`config.mk`:
```
export PLATFORM = sky130hd
export DESIGN_NAME = epde_pixel_update
export DESIGN_NICKNAME = d
export VERILOG_FILES = /design/src/sv/epde_pkg.sv /design/src/sv/epde_pixel_update.sv
export SDC_FILE = /design/constraint.sdc
export NUM_CORES = 1
export LEC_CHECK = 0
export BUFFER_PORTS_ARGS = -buffer_cell sky130_fd_sc_hd__clkbuf_2
export CAP_MARGIN = 5
export CORE_MARGIN = 2
export CORE_UTILIZATION = 39
export DETAILED_ROUTE_END_ITERATION = 10
export PLACE_DENSITY_LB_ADDON = 0.3
export SLEW_MARGIN = 20
export SYNTH_ARGS = -nofsm -noshare
export SYNTH_HDL_FRONTEND = slang
export SYNTH_SLANG_ARGS = --single-unit
```
`constraint.sdc`:
```
create_clock -name vclk -period 2.1
set_input_delay 0.21 -clock vclk [all_inputs]
set_output_delay 0.21 -clock vclk [all_outputs]
set_load 0.01 [all_outputs]
```
`src/sv/epde_pkg.sv`:
```
// Shared constants, drive codes and payload types of the pixel drive engine.
package epde_pkg;

	localparam int ROWS      = 512;
	localparam int ROW_BYTES = 128;
	localparam int DEPTH     = ROWS * ROW_BYTES;
	localparam int ADDR_W    = $clog2(DEPTH);
	localparam int PIX_N     = 8;
	localparam int NIB_W     = 4;
	localparam int WORD_W    = PIX_N * NIB_W;
	localparam int CNT_W     = 3;
	localparam int DONE_BIT  = 2;
	localparam int DRIVE_W   = 2 * PIX_N;

	localparam logic [CNT_W-1:0] PASSES_RESET = 3'd3;

	// Per-pixel drive codes
	localparam logic [1:0] DRV_NONE = 2'b00;
	localparam logic [1:0] DRV_ONE  = 2'b01;
	localparam logic [1:0] DRV_ZERO = 2'b10;

	typedef struct packed {
		logic [8:0] row_index;
		logic [6:0] column_byte;
		logic [7:0] pixel_byte;
		logic       last_in_row;
	} src_item_t;

	typedef struct packed {
		logic [7:0] drive_first_byte;
		logic [7:0] drive_second_byte;
		logic       row_needs_more;
		logic       row_done_marker;
	} drv_item_t;

	// Write request into the pixel state memory
	typedef struct packed {
		logic              en;
		logic [ADDR_W-1:0] addr;
		logic [WORD_W-1:0] data;
	} ram_wr_t;

	function automatic logic in_frame(input logic [8:0] row, input logic [6:0] col);
		return (int'(row) < ROWS) && (int'(col) < ROW_BYTES);
	endfunction

	function automatic logic [ADDR_W-1:0] frame_addr(input logic [8:0] row,
		input logic [6:0] col);
		return ADDR_W'(int'(row) * ROW_BYTES + int'(col));
	endfunction

endpackage

```
`src/sv/epde_pixel_update.sv`:
```
// Per-pixel target compare, pulse counting and drive code packing for one byte.
module epde_pixel_update (
	input  logic [epde_pkg::WORD_W-1:0]  word,
	input  logic [epde_pkg::PIX_N-1:0]   pixels,
	input  logic [epde_pkg::CNT_W-1:0]   passes,
	output logic [epde_pkg::WORD_W-1:0]  next_word,
	output logic [epde_pkg::DRIVE_W-1:0] drive,
	output logic                         pending
);
	import epde_pkg::*;

	// Update each pixel's nibble independently
	always_comb begin
		logic [NIB_W-1:0] nib;
		logic             tgt;
		logic [CNT_W-1:0] cnt;
		logic [1:0]       code;
		next_word = '0;
		drive     = '0;
		pending   = 1'b0;
		for (int p = 0; p < PIX_N; p++) begin
			nib = word[NIB_W*p +: NIB_W];
			tgt = pixels[PIX_N-1-p];
			// restart the count when the target flips
			cnt = (nib[NIB_W-1] != tgt) ? '0 : nib[CNT_W-1:0];
			if (cnt[DONE_BIT]) begin
				code = DRV_NONE;
			end else begin
				code = tgt ? DRV_ONE : DRV_ZERO;
				cnt  = cnt + 1'b1;
			end
			if (cnt >= passes) begin
				cnt[DONE_BIT] = 1'b1;
			end
			if (!cnt[DONE_BIT]) begin
				pending = 1'b1;
			end
			drive[2*(PIX_N-1-p) +: 2]  = code;
			next_word[NIB_W*p +: NIB_W] = {tgt, cnt};
		end
	end

endmodule

```
Word level (Yosys, flattened, before mapping)
Index checks and enable logic that the tools add are counted.
{"block": "classes", "bitwise": 0, "muxes": 48, "n_div": 0, "n_mul": 0, "shifts": 0, "n_lt_le_gt_ge": 8, "n_eq_ne": 8, "n_addsub": 8, "reduce_logical": 0}
{"operator": "$mux W3", "n": 16}
{"operator": "$mux W2", "n": 16}
{"operator": "$add A3 B1 Y3 const B", "n": 8}
{"operator": "$ge A3 B3 Y1", "n": 8}
{"operator": "$mux W1", "n": 16}
{"operator": "$ne A1 B1 Y1", "n": 8}
{"block": "totals", "mem_bits_ro": 0, "word_cells": 72, "in_bits": 43, "latch_bits": 0, "ramBits": 0, "regBits": 0, "memories": 0, "output_inout_bits": 49}

Logic depth before layout (Yosys ltp)
{"block": "depth", "depth_word": 14, "ltp_mapped": 10, "mapped_depth_nobuf": 10}

Least setup slack after synthesis
No wires, ideal clock.
{"block": "synth_timing", "path_kind": "input port to output port", "start": "in word[7] in the netlist's numbering", "end": "out pending", "path_buffers": 0, "path_slack_ns": -0.383, "stages": 10, "required_time_ns": 1.890, "arrival_ns": 2.273, "cell_sequence": "xnor2_1 -> and2_1 -> ha_1 -> mux2_2 -> ha_1 -> o21ai_0 -> a21oi_1 -> or3_1 -> and4_1 -> nand4b_1"}
{"block": "synth_between", "elab_chain_cells": 13}
{"item": "from (decl)", "line_no": "epde_pixel_update.sv:3", "source": "input logic [epde_pkg::WORD_W-1:0] word,"}
{"item": "$ne A1 B1 Y1 (*)", "line_no": "epde_pixel_update.sv:25", "source": "cnt = (nib[NIB_W-1] != tgt) ? '0 : nib[CNT_W-1:0];"}
{"item": "$mux W3 (*)", "line_no": "epde_pixel_update.sv:25"}
{"item": "$add A3 B1 Y3", "line_no": "epde_pixel_update.sv:30", "source": "cnt = cnt + 1'b1;"}
{"item": "$mux W3 (*)", "line_no": "epde_pixel_update.sv:26", "source": "if (cnt[DONE_BIT]) begin"}
{"item": "named net next_word, one bit", "line_no": "epde_pixel_update.sv:6", "source": "output logic [epde_pkg::WORD_W-1:0] next_word,"}
{"item": "$ge A3 B3 Y1 (*)", "line_no": "epde_pixel_update.sv:32", "source": "if (cnt >= passes) begin"}
{"item": "$mux W1 (*)", "line_no": "epde_pixel_update.sv:32"}
{"item": "named net next_word, one bit", "line_no": "epde_pixel_update.sv:6"}
{"item": "$mux W1 (*) (7 in series)", "line_no": "epde_pixel_update.sv:35", "source": "if (!cnt[DONE_BIT]) begin"}
{"item": "to (decl)", "line_no": "epde_pixel_update.sv:8", "source": "output logic pending"}
Mark *: on every way through the listed nets, which the timed path passes. The rest lies on a longest branch.

Final worst setup path
{"block": "layout_timing", "start": "in pixels[4] in the netlist's numbering", "end": "out pending"}
{"block": "layout_between", "elab_chain_cells": 11}
{"item": "from (decl)", "line_no": "epde_pixel_update.sv:4", "source": "input logic [epde_pkg::PIX_N-1:0] pixels,"}
{"item": "$ne A1 B1 Y1 (*)", "line_no": "epde_pixel_update.sv:25"}
{"item": "$mux W3 (*)", "line_no": "epde_pixel_update.sv:25"}
{"item": "$add A3 B1 Y3", "line_no": "epde_pixel_update.sv:30"}
{"item": "$mux W3 (*)", "line_no": "epde_pixel_update.sv:26"}
{"item": "$ge A3 B3 Y1", "line_no": "epde_pixel_update.sv:32"}
{"item": "$mux W1 (*)", "line_no": "epde_pixel_update.sv:32"}
{"item": "$mux W1 (*) (5 in series)", "line_no": "epde_pixel_update.sv:35"}
Every way passes the cells marked *; elsewhere a longest branch is shown, timed or not.

==> impl_metrics.csv <==
group,metric,value,unit
worst_hold_path,min_path_type,"primary input to primary output",
synthesis,ys_seq_area_share,0,%
sta,rsz0062_at_grt,"yes",
layout,diodes,0,
routing,first_iter_violations,81,
sta,fin_crit_sh,124,%
layout,regArea,0,µm²
run,drv_cap,0,
setup_path,cp.required,1.89,ns
run_status,status,"complete, but fails checks",
global_route,grt_pass1_vias,1563,
power,pwr-share-seq,0,%
placed_design,dp_hpwl,3200,µm
layout,n_fill_cell,127,
setup_path,worst_path_most_repeated_cell,"ha_4",
sta,finalWorstPathRequiredPeriod,2.61,ns
layout,nClkBuffers,0,
floorplan,core_region_area,3080,µm²
synthesis,syn-instance-count,174,
setup_path,crit_type,"primary input to primary output",
routing,routedWlPerCell,17.7,µm
synthesis,syn_area_per_cell,7.34,µm²
power,p_switching,475,µW
floorplan,die_h,61.2,µm
setup_path,cp-start-kind,"primary input",
layout,design_area,2830,µm²
power,p_sw_share,45.0,%
floorplan,rows,20,
global_route,antenna_found_initial,0,
global_route,grtUsageMet1,21.1,%
power,ir_drop,0.254,mV
floorplan,dieArea,3750,µm²
run_status,violations,"setup timing",
sta,slew_viol_final,0,
power,total_leakage_power,1.54,nW
sta,maxSlewHeadroom,81.9,%
sta,worst_slew_pin_slew,0.272,ns
layout,multi_input_area,1620,µm²
layout,layout_commonest_cell,"clkbuf_2",
global_route,grt_pass1_wl,6220,µm
global_route,track_usage,21.3,%
sta,layout_setup_ws,-0.512,ns
layout,final_cell_mix,"clkbuf_2, buf_4, inv_1",
layout,area_delta_synth_final,122,%
setup_path,cp_num_buf_inv,2,
global_route,grtUsageMet3,0.840,%
sta,fin_tns_setup,-2.39,ns
floorplan,start_util,41.5,%
floorplan,io_pins,92,
sta,max_freq,0.383,GHz
synthesis,syn_area,1280,µm²
placed_design,placed_cell_area,2230,µm²
layout,drive_above_1_share,67.3,%
sta,hold_viol,0,
synthesis,synth.distinct_cells,19,
placed_design,port_buffers,92,
setup_path,max_stage_delay,0.34,ns
global_route,overflow,0,
power,internal_power,579,µW
routing,antenna_left,0,
power,clkPwrFrac,0,%
synthesis,ys_warn_count,0,
synthesis,synthesis.nets,249,
setup_path,cpLargestDelayFamily,"simple AND/OR/NAND/NOR gates",
placed_design,place_congestion,0.730,
routing,drc,0,
setup_path,critical_path.max_fanout,4,
setup_path,crit_slowest_cell,"or3_4",
routing,dr_total_vias,1877,
layout,nNetsFinal,392,
layout,seq_cell_count,0,
floorplan,die_x,61.2,µm
routing,via_per_inst,5.23,
global_route,grt_max_degree,9,
setup_path,cp-end-kind,"primary output",
power,power_density,372,nW/µm²
power,combPwrFrac,100.0,%
routing,first_pass_iters,4,
routing,wl,6360,µm
global_route,met2_usage,47.4,%
setup_path,arrival,2.40,ns
sta,setup_viol,9,
setup_path,crit_chain,"clkbuf_8, xnor2_4, and2_4, ha_4, mux2_4, ha_4, o21ai_2, nor2_1, or3_4, and4_1, nand4b_1, buf_2",
global_route,grt.busiest_layer,"met2",
power groups by stage:
stage          combinational [mW]  sequential (mW)  clock, mW
6_report                     1.05                0          0
5_1_grt                      1.12                0          0
4_1_cts                     0.794                0          0
3_5_place_dp                0.694                0          0
3_3_place_gp                0.671                0          0
2_1_floorplan               0.377                0          0
kinds of logic after synthesis:
logic type,count (synthesis),share of synthesized area [%]
AO/OA/AOI/OAI,35,16.5
XOR/XNOR,16,11.0
adder cells (fa/ha/maj),32,31.3
buffers and inverters,27,10.3
multiplexers,8,7.05
AND/OR/NAND/NOR,56,23.9
layer usage:
metal	vias to the layer above	part of all wire (%)
met5	-	0
met1	887	33
met2	92	58
met4	0	3.6
met3	22	5.0
li1	876	-
Yosys cell counts:
cell type / n / share of area [%]
and4_1: 1 / 0.69
nand2_1: 13 / 3.8
o21ai_0: 7 / 2.7
a21oi_1: 14 / 5.5
ha_1: 32 / 31
mux2_2: 8 / 7.1
nand4b_1: 1 / 0.69
nor2_1: 8 / 2.4
xor2_1: 8 / 5.5
a21o_1: 5 / 2.9
nand2b_1: 4 / 2.0
inv_1: 19 / 5.6
o211ai_1: 1 / 0.59
or3_1: 7 / 3.4
and2_1: 20 / 9.8
buf_4: 8 / 4.7
xnor2_1: 8 / 5.5
a21boi_0: 8 / 4.7
nor3b_1: 2 / 1.2
path summary, 6_finish.rpt:
kind | slack (ns) | end | cells after the start | start
setup / recovery | -0.51 | pending | 12 | pixels[4]
hold / removal | 0.70 | drive[8] | 3 | word[15]
cell type report:
class,count,area share (%)
well taps,44,1.94
multi-input cells,147,57.2
repair buffers,149,38.4
inverters,19,2.52
repair_timing:
action / CTS / global route
hold endpoints to repair: 0 / 0
gates resized for setup: 39 / 80
setup buffers: 4 / 7
hold buffers: 0 / 0
pin swaps: 27 / 42
endpoints found under the setup margin: 9 / 9
per-stage QoR:
step / hold WS [ns] / cells / util [%] / setup WS [ns] / total power [mW]
2_1_floorplan: 0.464 / 174 / - / -0.243 / 0.377
3_3_place_gp: 0.720 / 349 / 72.4 / -0.488 / 0.671
3_5_place_dp: 0.730 / 349 / 72.4 / -0.537 / 0.694
4_1_cts: 0.732 / 353 / 79.9 / -0.423 / 0.794
5_1_grt: 0.715 / 359 / 92.0 / -0.546 / 1.12
6_report: 0.699 / 359 / 92.0 / -0.512 / 1.05
Note: power is estimated with default switching activity, not from simulation.
